[src/hw/rtl/lsqp_pkg.sv]
// Shared types and constants for the LED symbol queue player.
// No dependencies; imported by the top level.
`default_nettype none

package lsqp_pkg;

	localparam int QUEUE_DEPTH_DEFAULT = 16;
	localparam int SYM_W               = 40;

	localparam logic [7:0] HOLD_TICKS = 8'hff;
	localparam logic [7:0] TICK_MAX   = 8'hff;

	typedef logic [1:0] op_t;
	localparam op_t OP_ENQ     = 2'd0;
	localparam op_t OP_CLR_ENQ = 2'd1;
	localparam op_t OP_TICK    = 2'd2;

	// packed so that red sits in the lowest byte, as on the input bus
	typedef struct packed {
		logic [7:0] pause;
		logic [7:0] on;
		logic [7:0] blue;
		logic [7:0] green;
		logic [7:0] red;
	} sym_t;

endpackage

`default_nettype wire

[src/hw/rtl/lsqp_ram.sv]
// Generic single-write, single-read RAM with a registered read port.
// No dependencies; holds the symbol ring of the player.
`default_nettype none

module lsqp_ram #(
	parameter int WIDTH = 40,
	parameter int DEPTH = 16
) (
	input  wire logic                     clk,
	input  wire logic                     we,
	input  wire logic [$clog2(DEPTH)-1:0] waddr,
	input  wire logic [WIDTH-1:0]         wdata,
	input  wire logic                     re,
	input  wire logic [$clog2(DEPTH)-1:0] raddr,
	output logic      [WIDTH-1:0]         rdata
);

	logic [WIDTH-1:0] mem_q [DEPTH];

	always_ff @(posedge clk) begin
		if (we) begin
			mem_q[waddr] <= wdata;
		end
		if (re) begin
			rdata <= mem_q[raddr];
		end
	end

endmodule

`default_nettype wire

[src/hw/rtl/led_symbol_queue_player.sv]
// Top level of the LED symbol queue player: control, counters and result register.
// Depends on lsqp_pkg and lsqp_ram.
`default_nettype none

// Plays a ring of LED symbols (color, on time, pause). Input beats carry an
// enqueue, a clear-then-enqueue or a tick (in s_tuser); every input beat gives
// exactly one result beat with the color now shown, an accepted flag and an
// empty event. Taking a beat reads the ring entry at the read index out of the
// synchronous RAM; the ST_EXEC state then updates indices, counters and color.
// A new beat is taken once that update is done and the result register is
// free or being drained, so a beat is never taken while the last is in flight.
// The ring holds QUEUE_DEPTH-1 symbols; its entries need no clearing after reset.
module led_symbol_queue_player
	import lsqp_pkg::*;
#(
	parameter int QUEUE_DEPTH = QUEUE_DEPTH_DEFAULT
) (
	input  wire logic        clk,
	input  wire logic        arst_n,
	input  wire logic        s_tvalid,
	output logic             s_tready,
	// red[7:0], green[15:8], blue[23:16], on_ticks[31:24], pause_ticks[39:32]
	input  wire logic [39:0] s_tdata,
	// operation[1:0]
	input  wire logic [1:0]  s_tuser,
	output logic             m_tvalid,
	input  wire logic        m_tready,
	// led_red[7:0], led_green[15:8], led_blue[23:16], accepted[24],
	// empty_event[25], zero[31:26]
	output logic      [31:0] m_tdata
);

	localparam int IW = $clog2(QUEUE_DEPTH);

	typedef enum logic {ST_IDLE, ST_EXEC} state_t;

	state_t         state_q;
	op_t            op_q;
	sym_t           sym_q;
	logic [IW-1:0]  wi_q, ri_q;
	logic           playing_q, pause_q;
	logic [7:0]     on_q, pz_q, el_q;
	logic [23:0]    color_q;
	logic           m_tvalid_q, acc_q, empty_q;

	logic [SYM_W-1:0] ram_rdata;
	sym_t             rd_sym;
	logic             ram_we;
	logic [IW-1:0]    ram_waddr;

	logic [IW-1:0]  n_wi, n_ri;
	logic           n_playing, n_pause;
	logic [7:0]     n_on, n_pz, n_el;
	logic [23:0]    n_color;
	logic           n_acc, n_empty;

	function automatic logic [IW-1:0] ring_next(input logic [IW-1:0] i);
		return (i == IW'(QUEUE_DEPTH - 1)) ? '0 : i + 1'b1;
	endfunction

	wire in_fire = s_tvalid && s_tready;
	assign s_tready = (state_q == ST_IDLE) && (!m_tvalid_q || m_tready);

	assign rd_sym = sym_t'(ram_rdata);

	lsqp_ram #(
		.WIDTH (SYM_W),
		.DEPTH (QUEUE_DEPTH)
	) u_ring (
		.clk   (clk),
		.we    (ram_we),
		.waddr (ram_waddr),
		.wdata (sym_q),
		.re    (in_fire),
		.raddr (ri_q),
		.rdata (ram_rdata)
	);

	always_comb begin
		logic       do_adv;
		sym_t       adv_sym;
		logic [7:0] el_inc;

		n_wi      = wi_q;
		n_ri      = ri_q;
		n_playing = playing_q;
		n_pause   = pause_q;
		n_on      = on_q;
		n_pz      = pz_q;
		n_el      = el_q;
		n_color   = color_q;
		n_acc     = 1'b0;
		n_empty   = 1'b0;
		ram_we    = 1'b0;
		ram_waddr = wi_q;
		do_adv    = 1'b0;
		adv_sym   = rd_sym;
		el_inc    = (el_q == TICK_MAX) ? TICK_MAX : el_q + 8'd1;

		case (op_q)
			OP_ENQ, OP_CLR_ENQ: begin
				if (op_q == OP_CLR_ENQ) begin
					n_wi      = '0;
					n_ri      = '0;
					n_playing = 1'b0;
				end
				if (ring_next(n_wi) != n_ri) begin
					ram_we    = 1'b1;
					ram_waddr = n_wi;
					n_wi      = ring_next(n_wi);
					n_acc     = 1'b1;
					// fresh symbol is the only one queued: start it from the beat
					if (!n_playing && ring_next(n_ri) == n_wi) begin
						do_adv  = 1'b1;
						adv_sym = sym_q;
					end
				end
			end
			OP_TICK: begin
				if (playing_q) begin
					n_el = el_inc;
					if (!pause_q) begin
						if (el_inc >= on_q) begin
							if (pz_q != 8'd0) begin
								n_color = '0;
								n_pause = 1'b1;
								n_el    = '0;
							end else begin
								do_adv = 1'b1;
							end
						end
					end else if (el_inc >= pz_q) begin
						do_adv = 1'b1;
					end
				end
			end
			default: begin
			end
		endcase

		if (do_adv) begin
			if (n_ri == n_wi) begin
				n_playing = 1'b0;
				n_color   = '0;
				n_empty   = 1'b1;
			end else begin
				n_color = {adv_sym.blue, adv_sym.green, adv_sym.red};
				if (adv_sym.on < HOLD_TICKS) begin
					n_ri      = ring_next(n_ri);
					n_playing = 1'b1;
					n_on      = adv_sym.on;
					n_pz      = adv_sym.pause;
					n_pause   = (adv_sym.on == 8'd0);
					n_el      = '0;
				end else begin
					// hold symbol: keep the color, flush the ring
					n_ri      = '0;
					n_wi      = '0;
					n_playing = 1'b0;
				end
			end
		end
	end

	always_ff @(posedge clk or negedge arst_n) begin
		if (!arst_n) begin
			state_q    <= ST_IDLE;
			wi_q       <= '0;
			ri_q       <= '0;
			playing_q  <= 1'b0;
			pause_q    <= 1'b0;
			on_q       <= '0;
			pz_q       <= '0;
			el_q       <= '0;
			color_q    <= '0;
			m_tvalid_q <= 1'b0;
			acc_q      <= 1'b0;
			empty_q    <= 1'b0;
		end else begin
			if (m_tvalid_q && m_tready) begin
				m_tvalid_q <= 1'b0;
			end
			case (state_q)
				ST_IDLE: begin
					if (in_fire) begin
						state_q <= ST_EXEC;
					end
				end
				ST_EXEC: begin
					state_q    <= ST_IDLE;
					wi_q       <= n_wi;
					ri_q       <= n_ri;
					playing_q  <= n_playing;
					pause_q    <= n_pause;
					on_q       <= n_on;
					pz_q       <= n_pz;
					el_q       <= n_el;
					color_q    <= n_color;
					acc_q      <= n_acc;
					empty_q    <= n_empty;
					m_tvalid_q <= 1'b1;
				end
				default: begin
					state_q <= ST_IDLE;
				end
			endcase
		end
	end

	// beat payload, no reset needed
	always_ff @(posedge clk) begin
		if (in_fire) begin
			op_q  <= op_t'(s_tuser);
			sym_q <= sym_t'(s_tdata);
		end
	end

	assign m_tvalid = m_tvalid_q;
	assign m_tdata  = {6'd0, empty_q, acc_q, color_q};

`ifndef SYNTHESIS
	a_idle_ring_empty: assert property (@(posedge clk) disable iff (!arst_n)
		!playing_q |-> (wi_q == ri_q))
		else $error("ring holds symbols while player is stopped");

	a_result_from_exec: assert property (@(posedge clk) disable iff (!arst_n)
		$rose(m_tvalid_q) |-> $past(state_q == ST_EXEC))
		else $error("result beat without an update cycle");

	a_empty_led_off: assert property (@(posedge clk) disable iff (!arst_n)
		(m_tvalid_q && empty_q) |-> (color_q == 24'd0) && !acc_q)
		else $error("empty event with LED lit or enqueue accepted");

	a_no_take_when_blocked: assert property (@(posedge clk) disable iff (!arst_n)
		(m_tvalid_q && !m_tready) |-> !s_tready)
		else $error("input taken while result register is blocked");
`endif

endmodule

`default_nettype wire

[config.mk]
export PLATFORM = sky130hd
export DESIGN_NAME = led_symbol_queue_player
export DESIGN_NICKNAME = d
export VERILOG_FILES = /design/src/hw/rtl/lsqp_pkg.sv /design/src/hw/rtl/lsqp_ram.sv /design/src/hw/rtl/led_symbol_queue_player.sv
export SDC_FILE = /design/constraint.sdc
export NUM_CORES = 1
export LEC_CHECK = 0
export BUFFER_PORTS_ARGS = -buffer_cell sky130_fd_sc_hd__buf_2
export CORE_ASPECT_RATIO = 1.25
export CORE_UTILIZATION = 40
export DETAILED_ROUTE_END_ITERATION = 7
export PLACE_DENSITY = 0.66
export SLEW_MARGIN = 15
export SYNTH_ARGS = -nofsm -noshare
export SYNTH_HDL_FRONTEND = slang
export SYNTH_SLANG_ARGS = --single-unit
[constraint.sdc]
create_clock -name clk -period 15.7 [get_ports clk]
set_input_delay 3.14 -clock clk [delete_from_list [all_inputs] [get_ports clk]]
set_output_delay 3.14 -clock clk [all_outputs]
set_load 0.02 [all_outputs]
**After elaboration in Yosys (flattened, before gate mapping)**

Memory sizes are Yosys's and may differ from the RTL's. A register that Yosys moved wholly into a read port is not among the register bits.
Cells that the tools add are included.

- Add/subtract/negate cells: 4
- Reductions and logical operators: 20
- $mul: 0
- Magnitude comparators: 3
- Shift operators: 0
- Equal/unequal tests: 10
- Divide/modulo/power cells: 0
- Bitwise gates (word level): 2
- Mux-type cells: 69

Operators with widths:

| cell | count |
|---|---|
| $mux W24 | 7 |
| $mux W40 | 3 |
| $mux W4 | 18 |
| $mux W8 | 9 |
| $mux W1 | 30 |
| $ge A8 B8 Y1 | 2 |
| $add A4 B1 Y4 const B | 3 |
| $eq A4 B4 Y1 const B | 3 |
| $reduce_bool A2 Y1 | 6 |
| $add A8 B1 Y8 const B | 1 |
| $eq A4 B4 Y1 | 2 |
| $eq A8 B8 Y1 const B | 1 |
| $logic_not A8 Y1 | 1 |
| $lt A8 B8 Y1 const B | 1 |
| $reduce_bool A8 Y1 | 1 |
| $reduce_and A6 Y1 | 1 |
| $logic_and A1 B1 Y1 | 4 |
| $ne A4 B4 Y1 | 1 |
| $pmux W1 S2 | 2 |
| $reduce_and A4 Y1 | 1 |
| $eq A2 B1 Y1 const B | 1 |
| $eq A2 B2 Y1 const B | 1 |
| $logic_not A1 Y1 | 2 |
| $logic_not A2 Y1 | 1 |
| 5 further kinds | 6 |

- Latch bits: 0
- Memories kept: 1
- Memory bits (writable): 640
- Output and inout bits: 34
- ROM bits: 0
- Register bits: 104

Memory list:

| memory | depth | width | rd ports | clocked after Yosys merged registers in | write ports | RTL line | RTL |
|---|---|---|---|---|---|---|---|
| u_ring.mem_q | 16 | 40 | 1 | 1 | 1 | lsqp_ram.sv:18 | `logic [WIDTH-1:0] mem_q [DEPTH];` |

**Depth between registers and ports, before layout**

Gate-level depths: netlist of run 1.

- Word-level depth: 14
- Depth in mapped cells: 17
- Gate-level depth less buffers: 14

**Modules after synthesis**

From an unflattened synthesis of run 1, not the netlist that was laid out.

- Cell total of the unflattened synthesis: 1520
- Area, all modules: 30954.7 µm²

Modules (own cells, without submodules):

| module | area each (µm²) | sequential area each (µm²) | instances | cells each |
|---|---|---|---|---|
| lsqp_ram | 25532.0 | 20419.6 | 1 | 1040 |
| led_symbol_queue_player | 5422.7 | 2812.7 | 1 | 480 |

**Worst setup path before layout of run 1**

OpenSTA, ideal clock, no wires.

- Kind: register to register
- Start point: register op_q[1]
- End point: memory u_ring.mem_q[7][0], enable pin
- Library setup time: 0.552 ns
- Path slack: 8.556 ns
- Stages on the path, launching flop included: 14
- Arrival time: 6.592 ns
- Required time: 15.148 ns
- Cells stage by stage: edfxtp_1 > buf_2 > nand2b_1 > buf_2 > nand2_1 > inv_1 > ha_1 > buf_2 > a21oi_1 > o221a_2 > xnor2_1 > o21ai_1 > nand2b_1 > nor4b_1

- Cells in the longest elaborated chain, start to end: 10
- Elaborated cells between the ends (all ways): 17
- Classes of those cells: add/sub: 1; eq/ne: 3; mux: 11; reduce/logical: 2

RTL lines:

| item | RTL line | RTL |
|---|---|---|
| start: declaration | led_symbol_queue_player.sv:38 | `op_t op_q;` |
| start signal: assignment | led_symbol_queue_player.sv:213 | `op_q <= op_t'(s_tuser);` |
| $eq A2 B1 Y1 | led_symbol_queue_player.sv:100, led_symbol_queue_player.sv:102 |  |
| $mux W4 | led_symbol_queue_player.sv:102 | `if (op_q == OP_CLR_ENQ) begin` |
| $mux W4 | led_symbol_queue_player.sv:100 | `case (op_q)` |
| $add A4 B1 Y4 or $eq A4 B4 Y1 (tied branches) | led_symbol_queue_player.sv:58 | `return (i == IW'(QUEUE_DEPTH - 1)) ? '0 : i + 1'b1;` |
| $mux W4 | led_symbol_queue_player.sv:58 |  |
| $ne A4 B4 Y1 | led_symbol_queue_player.sv:107 | `if (ring_next(n_wi) != n_ri) begin` |
| $mux W1 | led_symbol_queue_player.sv:107 |  |
| $mux W1 | led_symbol_queue_player.sv:100 |  |
| $mux W1 | lsqp_ram.sv:21 | `if (we) begin` |
| $mux W1 (implied by the code) | lsqp_ram.sv:22 | `mem_q[waddr] <= wdata;` |
| end: declaration | lsqp_ram.sv:18 |  |

Several ways; a longest one is shown, not always the timed one. The select of a mux whose other input is x is not followed.

**Final worst setup path of run 1**

- Start point: input m_tready
- End point: output s_tready

- Cells in the longest elaborated chain, start to end: 2

RTL lines:

| item | RTL line | RTL |
|---|---|---|
| start: declaration | led_symbol_queue_player.sv:27 | `input wire logic m_tready,` |
| $logic_or A1 B1 Y1 | led_symbol_queue_player.sv:62 | `assign s_tready = (state_q == ST_IDLE) && (!m_tvalid_q \|\| m_tready);` |
| $logic_and A1 B1 Y1 | led_symbol_queue_player.sv:62 |  |
| end: declaration | led_symbol_queue_player.sv:21 | `output logic s_tready,` |

No other way between the ends.

==> run_results.csv, run 1 <==
group,metric,value,unit
status,status,"finished, final reports clean",
floorplan,io_pins,80,
timing,fin_ws,8.88,ns
yosys,synth_edf_count,722,
placement,post-dp-hpwl,33500,um
layout,final_cells,2610,
yosys,ys_ff_latch,784,
floorplan,rows,113,
critical_path,cp-start-kind,"input port",
grt,grt_use_total,17.5,%
grt,grt.overflow.total,0,
clocking,ctsResizeCount,0,
flow_run,cap_violations,0,
layout,drive_above_1_share,28.0,%
critical_path,required,12.56,ns
yosys,synthCells,1464,
clocking,cts_root_buf,"clkbuf_16",
route,wl_per_cell,25.8,um
clocking,cts_max_level,3,
clocking,post_cts_buffers,0,
timing,period_minus_slack,6.82,ns
critical_path,critical_path_arrival,3.68,ns
route,final_antenna_net_count,0,
pwr,power_leakage,11.7,nW
yosys,syn_avg_cell_area,21.0,sq um
critical_path,crit_type,"in2out",
floorplan,die_h,312,um
timing,skew,0.0198,ns
route,vias,14780,
timing,hold_violations,0,
clocking,clock_latency,0.61,ns
grt,grt_max_degree,68,
yosys,syn_area,0.0308,sq mm
timing,relSlewSlack,26.7,%
pwr,cellPowerDensity,168,mW/mm^2
layout,fin_nets,1633,
critical_path,r2r_cells,12,
critical_path,cp-end-kind,"output pin",
yosys,async_flop_share,7.91,%
yosys,ys_seq_area_share,75.5,%
placement,gp_congestion,0.806,
grt,grt_pass1_vias,15596,
timing,drv_slew,0,
floorplan,die_area,0.0781,sq mm
timing,worst_slew_pin_slew,1.10,ns
clocking,postCtsHoldBufs,0,
floorplan,die_x,250,um
clocking,numCtsBuffers,78,
route,remaining_drc_errors,0,
clocking,clk_pin_slew,0.06,ns
clocking,max-clock-path-buffers,3,
yosys,synth_warnings,0,
timing,finalSetupViolations,0,
min_path,min-delay-path-class,"reg2reg",
min_path,holdPathStages,2,
grt,grt_pass1_wl,101000,um
clocking,cts_sinks,784,
timing,final.period_utilization,43.4,%
route,first_pass_iters,5,
timing,fmax,147,MHz
grt,antenna_found_initial,0,
pwr,peakVddDrop,0.000109,V
route,vias_per_cell,5.66,
layout,area_growth_syn_to_layout,14.1,%
layout,postLayoutCoreUtil,46.2,%
timing,hold_ws,0.474,ns
route,drt-total-wl,67300,um
clocking,cts_tree,"done",
placement,place_ws,8.88,ns
placement,port_buffers,73,
route,drtIter0Drc,1425,
timing,tns,0,ns
yosys,synth_ff_type,"edfxtp_1",
floorplan,core,0.0761,sq mm
placement,placed_cells,2465,
yosys,synth.distinct_cells,64,
critical_path,crit_path_max_fanout,4,
floorplan,initial_core_util,40.5,%
layout,num_antenna_cells,0,
timing,rsz0062_at_grt,"no",
==> flip-flops by register name, summed over array words and instances (netlist names) <==
name and count:
sym_q 40, color_q 24, acc_q 1, m_tvalid 1, pause_q 1, ri_q 4, playing_q 1, u_ring.rdata 40
pz_q 8, wi_q 4, state_q 1, op_q 2, u_ring.mem_q 640, el_q 8, on_q 8, empty_q 1
==> per-stage QoR <==
step / power [mW] / cell area [sq um]
CTS: 5.95 / 35100
floorplan: 3.60 / 30800
detailed placement: 3.97 / 32400
global placement: 3.94 / 32400
finish: 5.89 / 35100
global route: 6.12 / 35100
==> report_power, final <==
part	switching (mW)	internal [mW]	leakage (nW)
clock network	0.791	1.19	1.33
logic	0.633	0.589	3.05
registers	0.170	2.51	7.36
total	1.59	4.29	11.7
==> path summary, 6_finish.rpt <==
kind | startpoint | end | slack (ns)
max | m_tready | s_tready | 8.88
min | color_q[18] | color_q[18] | 0.47
max reg2reg | op_q[0] | u_ring.mem_q[12][18] | 10.69
min reg2reg | color_q[18] | color_q[18] | 0.47
max in group asynchronous | arst_n | ri_q[1] | 12.18
min in group asynchronous | arst_n | color_q[20] | 2.38
==> cell families (layout without fill, tap and decap cells) <==
| kind of cell | after synthesis | count (layout) | share of synthesized area, % |
|---|---|---|---|
| compound gates | 114 | 114 | 2.59 |
| xor+xnor | 8 | 8 | 0.272 |
| fa+ha+maj | 19 | 19 | 0.772 |
| buf+inv | 121 | 285 | 1.69 |
| flops | 784 | 784 | 75.5 |
| mux | 261 | 261 | 16.6 |
| other cells | 1 | 6 | 0.0122 |
| simple gates | 156 | 156 | 2.56 |
==> layout by cell type, fill, tap and decap left out, types with 4 or more instances in the layout <==
cell	instances
a211oi_1	5
a21o_1	4
a21oi_1	18
and3_1	5
buf_2	72
buf_4	30
bufinv_16	13
clkbuf_1	16
clkbuf_16	81
clkbuf_8	5
clkinv_1	6
clkinv_2	11
clkinvlp_4	5
conb_1	6
dfrtp_1	59
edfxtp_1	722
ha_1	19
inv_1	37
inv_6	4
mux2i_1	57
mux4_2	200
nand2_1	56
nand2b_1	9
nand3_1	11
nand4_1	6
nor2_1	18
nor3_1	8
nor3_2	5
nor4_1	5
nor4_2	4
o211ai_1	4
o21ai_0	17
o22ai_1	5
o31ai_1	29
or4_1	4
xor2_1	4
==> layer usage <==
| metal | share of wire [%] | track usage (%) |
|---|---|---|
| met4 | 1.8 | 5.24 |
| met1 | 43 | 23.4 |
| met2 | 51 | 29.9 |
| met5 | 0 | 0 |
| met3 | 4.9 | 2.40 |
==> synthesized netlist by cell type, types with 3 or more instances <==
cell type | number | area (sq um)
edfxtp_1 | 722 | 21700
mux4_2 | 200 | 4500
dfrtp_1 | 62 | 1550
mux2i_1 | 57 | 571
nand2_1 | 56 | 210
clkbuf_1 | 43 | 161
inv_1 | 37 | 139
o31ai_1 | 30 | 225
nor2_1 | 20 | 75.1
a21oi_1 | 19 | 95.1
ha_1 | 19 | 238
buf_1 | 18 | 67.6
o21ai_0 | 17 | 85.1
nor3_1 | 13 | 65.1
buf_2 | 11 | 55.1
nand3_1 | 11 | 55.1
buf_4 | 9 | 67.6
nand2b_1 | 9 | 56.3
nor4_1 | 9 | 56.3
and3_1 | 6 | 37.5
nand4_1 | 6 | 37.5
a211oi_1 | 5 | 37.5
a21o_1 | 5 | 37.5
nor3b_1 | 5 | 37.5
o22ai_1 | 5 | 31.3
and2_1 | 4 | 25.0
o211ai_1 | 4 | 30.0
or4_1 | 4 | 30.0
xor2_1 | 4 | 35.0
a31oi_1 | 3 | 18.8
o21ai_1 | 3 | 15.0
o221ai_1 | 3 | 26.3
xnor2_1 | 3 | 26.3
==> cell type report <==
cell class	count	area [sq um]
clock buffers	102	2160
repair buffers	102	586
multi-input cells	564	7160
fillers	6247	41000
well taps	977	1220
inverters	38	145
clock inverters	43	598
flip-flops and latches	784	23200
==> worst max-delay path, cell delays in order <==
cell	delay, ns
buf_2	0.08
inv_1	0.03
a21oi_1	0.21
buf_2	0.22
Note: power is estimated with default switching activity, not from simulation.
==> run 2, diff against run 1 <==
Settings changed: PLACE_DENSITY 0.66 to 0.68.
Clock period 15.7 ns to 5.7 ns, I/O delays scaled along.
==> run 2 against run 1 <==
Net effect: worst setup slack got worse by 8.2 ns; final cell count barely moved; largest cell class unchanged; non-clock buffer count rose by 9; critical endpoint is now u_ring.mem_q[6][16]; wire length fell by 2.2%; clock skew fell by 0.0069 ns; critical path depth rose by 8.
==> run_results.csv, run 2 (same netlist as run 1, synthesis figures left out) <==
group,metric,value,unit
pwr,cellPowerDensity,451,mW/mm^2
floorplan,io_pins,80,
route,vias_per_cell,5.66,
route,final_antenna_net_count,0,
clocking,ctsResizeCount,0,
grt,grt.overflow.total,0,
pwr,p_int,11.4,mW
floorplan,die_area,0.0781,sq mm
grt,grt_pass1_wl,99200,um
clocking,cts_tree,"done",
flow_run,cap_violations,0,
layout,fin_nets,1640,
pwr,swShare,27.8,%
clocking,postCtsHoldBufs,0,
placement,placed_cells,2474,
timing,hold_violations,0,
layout,num_antenna_cells,0,
layout,area_growth_syn_to_layout,13.3,%
route,wl_per_cell,25.2,um
pwr,peakVddDrop,0.000217,V
grt,antenna_found_initial,2,
route,remaining_drc_errors,0,
floorplan,die_h,312,um
timing,period_minus_slack,5.01,ns
critical_path,cp-start-kind,"flop",
grt,grtUsageMet3,2.83,%
status,status,"finished, final reports clean",
clocking,cts_max_level,3,
pwr,clock_power_share,31.1,%
pwr,power,15.7,mW
critical_path,crit_type,"reg2reg",
clocking,post_cts_buffers,0,
layout,largest_reg_flops,640,
clocking,clk_pin_slew,0.06,ns
layout,layout_commonest_cell,"edfxtp_1",
layout,final_cells,2612,
critical_path,cp-end-kind,"flop",
floorplan,rows,113,
grt,top_usage_layer,"met2",
floorplan,core,0.0761,sq mm
critical_path,critical_path_arrival,5.24,ns
timing,relSlewSlack,23.8,%
route,vias,14782,
min_path,min-delay-path-class,"in2async",
pwr,p_comb_share,22.2,%
placement,port_buffers,73,
clocking,max-clock-path-buffers,3,
grt,grt_pass1_vias,15336,
clocking,numCtsBuffers,76,
route,first_pass_iters,6,
floorplan,initial_core_util,40.5,%
timing,fmax,200,MHz
pwr,power_leakage,11.7,nW
route,drtIter0Drc,1404,
critical_path,crit_start,"op_q[0]",
grt,globalRouteMet2Util,28.5,%
grt,grt_max_degree,107,
grt,met1_usage,22.9,%
placement,post-dp-hpwl,36600,um
timing,rsz0062_at_grt,"no",
timing,finalSetupViolations,0,
clocking,clock_latency,0.61,ns
pwr,pwr-share-seq,46.7,%
layout,final_cell_mix,"edfxtp_1 (722), mux4_2 (200), clkbuf_16 (79)",
timing,skew,0.0129,ns
grt,grt_use_total,17.0,%
placement,gp_congestion,0.880,
critical_path,r2r_cells,12,
layout,regMostFlops,"u_ring.mem_q",
layout,largestRegisters,"u_ring.mem_q (640), sym_q (40), u_ring.rdata (40)",
route,drt-total-wl,65800,um
layout,postLayoutCoreUtil,45.9,%
critical_path,crit_path_max_fanout,40,
layout,drive_above_1_share,28.0,%
timing,drv_slew,0,
timing,worst_slew_pin_slew,1.14,ns
floorplan,die_x,250,um
pwr,power.switching,4.38,mW
critical_path,required,5.93,ns
critical_path,r2r-start,"op_q[0]",
timing,final.period_utilization,87.9,%
clocking,cts_sinks,784,
clocking,cts_root_buf,"clkbuf_16",
## run 2: changes by cell type in the layout (fill, tap and decap cells not counted), moves of 2 or more
cell	before	now
clkinv_1	6	11
buf_12	0	2
clkbuf_1	16	11
clkbuf_8	5	8
inv_8	0	2
buf_4	30	37
clkinvlp_4	5	3
clkinv_8	3	0
clkinv_2	11	17
clkbuf_16	81	79
bufinv_16	13	3
## run 2: power groups by stage
stage	Sequential (mW)	Clock, mW	Combinational, mW
after floorplan	7.31	0	2.60
after global placement	7.44	0	3.48
after detailed placement	7.47	0	3.55
after CTS	7.36	5.01	3.57
after global routing	7.41	5.20	3.76
final	7.35	4.89	3.49
## run 2: final cells by class
cell class	count	area [sq um]
Clock inverter	40	297
Multi-Input combinational cell	564	7170
Timing Repair Buffer	111	678
Clock buffer	98	2130
Inverter	38	145
Sequential cell	784	23200
Fill cell	6245	41200
Tap cell	977	1220
## run 2: path summary, 6_finish.rpt
| path | end | slack, ns |
|---|---|---|
| setup / recovery | u_ring.mem_q[6][16] | 0.69 |
| setup reg to reg | u_ring.mem_q[6][16] | 0.69 |
| hold / removal | pz_q[0] | 0.43 |
| max in group asynchronous | ri_q[0] | 4.16 |
| hold reg to reg | color_q[16] | 0.47 |
| min in group clk | color_q[16] | 0.47 |
## run 2: metrics by stage
stage          hold slack [ns]  cell area (sq um)  worst slack [ns]  TNS, ns
4_1_cts                  0.410              34900             0.824        0
6_report                 0.425              34900             0.692        0
3_3_place_gp             0.456              32500              1.13        0
2_1_floorplan            0.471              30800             -1.07  -221.06
3_5_place_dp             0.465              32500             0.834        0
5_1_grt                  0.428              34900             0.326        0
## run 2: critical path, cell delays in order, from the launching register on
cell and delay (ns):
edfxtp_1 0.58, nand2b_1 0.49, nand2_1 0.22, inv_1 0.19, ha_1 0.44, a21oi_1 0.12, o221a_2 0.30, xnor2_1 0.35
o21ai_1 0.32, nand2b_1 0.44, nor3_1 0.33, and3_2 0.24, buf_4 0.57
## run 2: per-layer routing
layer  vias up  part of all wire, %  wire length, um
met1      7805                   42            27700
met4         2                  2.2             1480
met3       126                  5.5             3620
li1       6290                    -                -
met2       559                   50            33100
met5         -                0.020               13
==> run 3, diff against run 2 <==
Settings changed: MAX_ROUTING_LAYER set to met4.
Clock period 5.7 ns to 4.6 ns, I/O delays scaled along.
==> run 3 against run 2 <==
Net effect: count of clock-buffer cells in the layout grew 8; die area stayed put; via count is 0.65% higher; sequential power increased by 22%; sequential share of layout area is 0.97 points lower; power grew 28%; clock skew rose by 0.0037 ns; worst setup slack got worse by 0.28 ns; global-route usage rose by 0.80 points; wire length rose by 1.0%; critical path type unchanged; highest routed layer is now met4.
==> run_results.csv, run 3 (same netlist as run 1, synthesis figures left out) <==
group,metric,value,unit
placement,port_buffers,73,
clocking,cts_sinks,784,
timing,fmax,239,MHz
floorplan,die_x,250,um
min_path,min-delay-path-class,"in2async",
floorplan,io_pins,80,
timing,rsz0062_at_grt,"no",
timing,drv_slew,0,
critical_path,crit_type,"reg2reg",
route,drtIter0Drc,1389,
timing,finalSetupViolations,0,
timing,relSlewSlack,28.6,%
grt,grt_pass1_wl,100000,um
pwr,power,20.1,mW
timing,hold_ws,0.362,ns
clocking,postCtsHoldBufs,0,
floorplan,core,0.0761,sq mm
clocking,clock_latency,0.62,ns
timing,hold_violations,0,
layout,nFillCells,6207,
grt,grt_use_total,17.8,%
pwr,cellPowerDensity,567,mW/mm^2
layout,area_growth_syn_to_layout,15.0,%
timing,final.period_utilization,91.1,%
placement,gp_congestion,0.827,
clocking,max-clock-path-buffers,3,
pwr,peakVddDrop,0.000430,V
grt,grt_pass1_vias,15776,
floorplan,initial_core_util,40.5,%
clocking,cts_max_level,3,
route,wl_per_cell,25.3,um
layout,layout_commonest_cell,"edfxtp_1",
layout,regMostFlops,"u_ring.mem_q",
route,first_pass_iters,5,
pwr,power_leakage,11.9,nW
critical_path,required,4.86,ns
timing,period_minus_slack,4.19,ns
critical_path,crit_path_max_fanout,22,
critical_path,cp-end-kind,"flop",
layout,final_cell_mix,"edfxtp_1 (722), mux4_2 (200), clkbuf_16 (84)",
clocking,cts_root_buf,"clkbuf_16",
clocking,cts_tree,"done",
route,vias,14878,
grt,grt_max_degree,147,
route,vias_per_cell,5.65,
critical_path,cp-start-kind,"flop",
route,final_antenna_net_count,0,
layout,fin_nets,1654,
route,drt-total-wl,66500,um
critical_path,critical_path_arrival,4.45,ns
timing,worst_slew_pin_slew,1.07,ns
floorplan,die_h,312,um
timing,skew,0.0165,ns
floorplan,rows,113,
flow_run,cap_violations,0,
clocking,ctsResizeCount,0,
route,remaining_drc_errors,0,
grt,grt.overflow.total,0,
layout,largest_reg_flops,640,
placement,post-dp-hpwl,36000,um
clocking,clk_pin_slew,0.06,ns
layout,drive_above_1_share,28.7,%
status,status,"finished, final reports clean",
layout,largestRegisters,"u_ring.mem_q (640), sym_q (40), u_ring.rdata (40)",
grt,antenna_found_initial,1,
floorplan,die_area,0.0781,sq mm
clocking,post_cts_buffers,0,
clocking,numCtsBuffers,78,
==> run 3: final cells by class <==
class / instances / area, sq um / area share [%]
Sequential cell: 784 / 23200 / 65.7
Multi-Input combinational cell: 564 / 7240 / 20.4
Clock buffer: 106 / 2220 / 6.28
Tap cell: 977 / 1220 / 3.45
Timing Repair Buffer: 123 / 906 / 2.56
Clock inverter: 38 / 420 / 1.19
Inverter: 38 / 145 / 0.410
Antenna cell: 1 / 2.50 / 0.00707
==> run 3: worst paths after layout <==
path | end | slack [ns] | startpoint | depth (start not counted)
worst min register to register | color_q[11] | 0.48 | color_q[11] | 2
worst min-delay path | pz_q[4] | 0.36 | arst_n | 1
worst max register to register | u_ring.mem_q[12][15] | 0.41 | op_q[1] | 12
min in group clk | sym_q[10] | 0.47 | s_tdata[10] | 1
max in group asynchronous | color_q[5] | 3.46 | arst_n | 2
worst max-delay path | u_ring.mem_q[12][15] | 0.41 | op_q[1] | 12
==> run 3: worst max-delay path, stage by stage (launching register included) <==
cell	delay, ns
edfxtp_1	0.51
nand2b_1	0.20
nand2_1	0.14
inv_1	0.20
ha_1	0.41
a21oi_1	0.12
o221a_2	0.29
xnor2_1	0.31
o21ai_1	0.33
nand2b_1	0.27
nor3_1	0.34
nor3b_4	0.27
buf_4	0.42
==> run 3: routing by layer <==
layer  wire (um)  vias up  share of wire, %  global-route usage (%)
met5           0        -                 0                       -
met4        1550        0               2.3                    5.88
met3        3300      103               5.0                    2.50
met2       34000      458                51                    29.4
met1       27600     7991                42                    22.8
li1            -     6326                 -                       -
==> run 3: through the flow <==
| step | utilization, % | setup WS (ns) | instance area [sq um] | cells | TNS, ns |
|---|---|---|---|---|---|
| 6_report | 46.5 | 0.409 | 35400 | 2631 | 0 |
| 5_1_grt | 46.5 | 0.102 | 35400 | 2631 | 0 |
| 4_1_cts | 46.5 | 0.407 | 35400 | 2630 | 0 |
| 3_5_place_dp | 43.1 | 0.498 | 32800 | 2486 | 0 |
| 3_3_place_gp | 43.1 | 0.522 | 32800 | 2486 | 0 |
| 2_1_floorplan | - | -0.882 | 30900 | 1469 | -183.92 |
==> run 3: where the power goes <==
part | leakage [nW] | internal, mW | switching [mW]
combinational | 3.21 | 2.11 | 2.46
clock | 1.30 | 3.86 | 2.65
sequential | 7.36 | 8.57 | 0.402
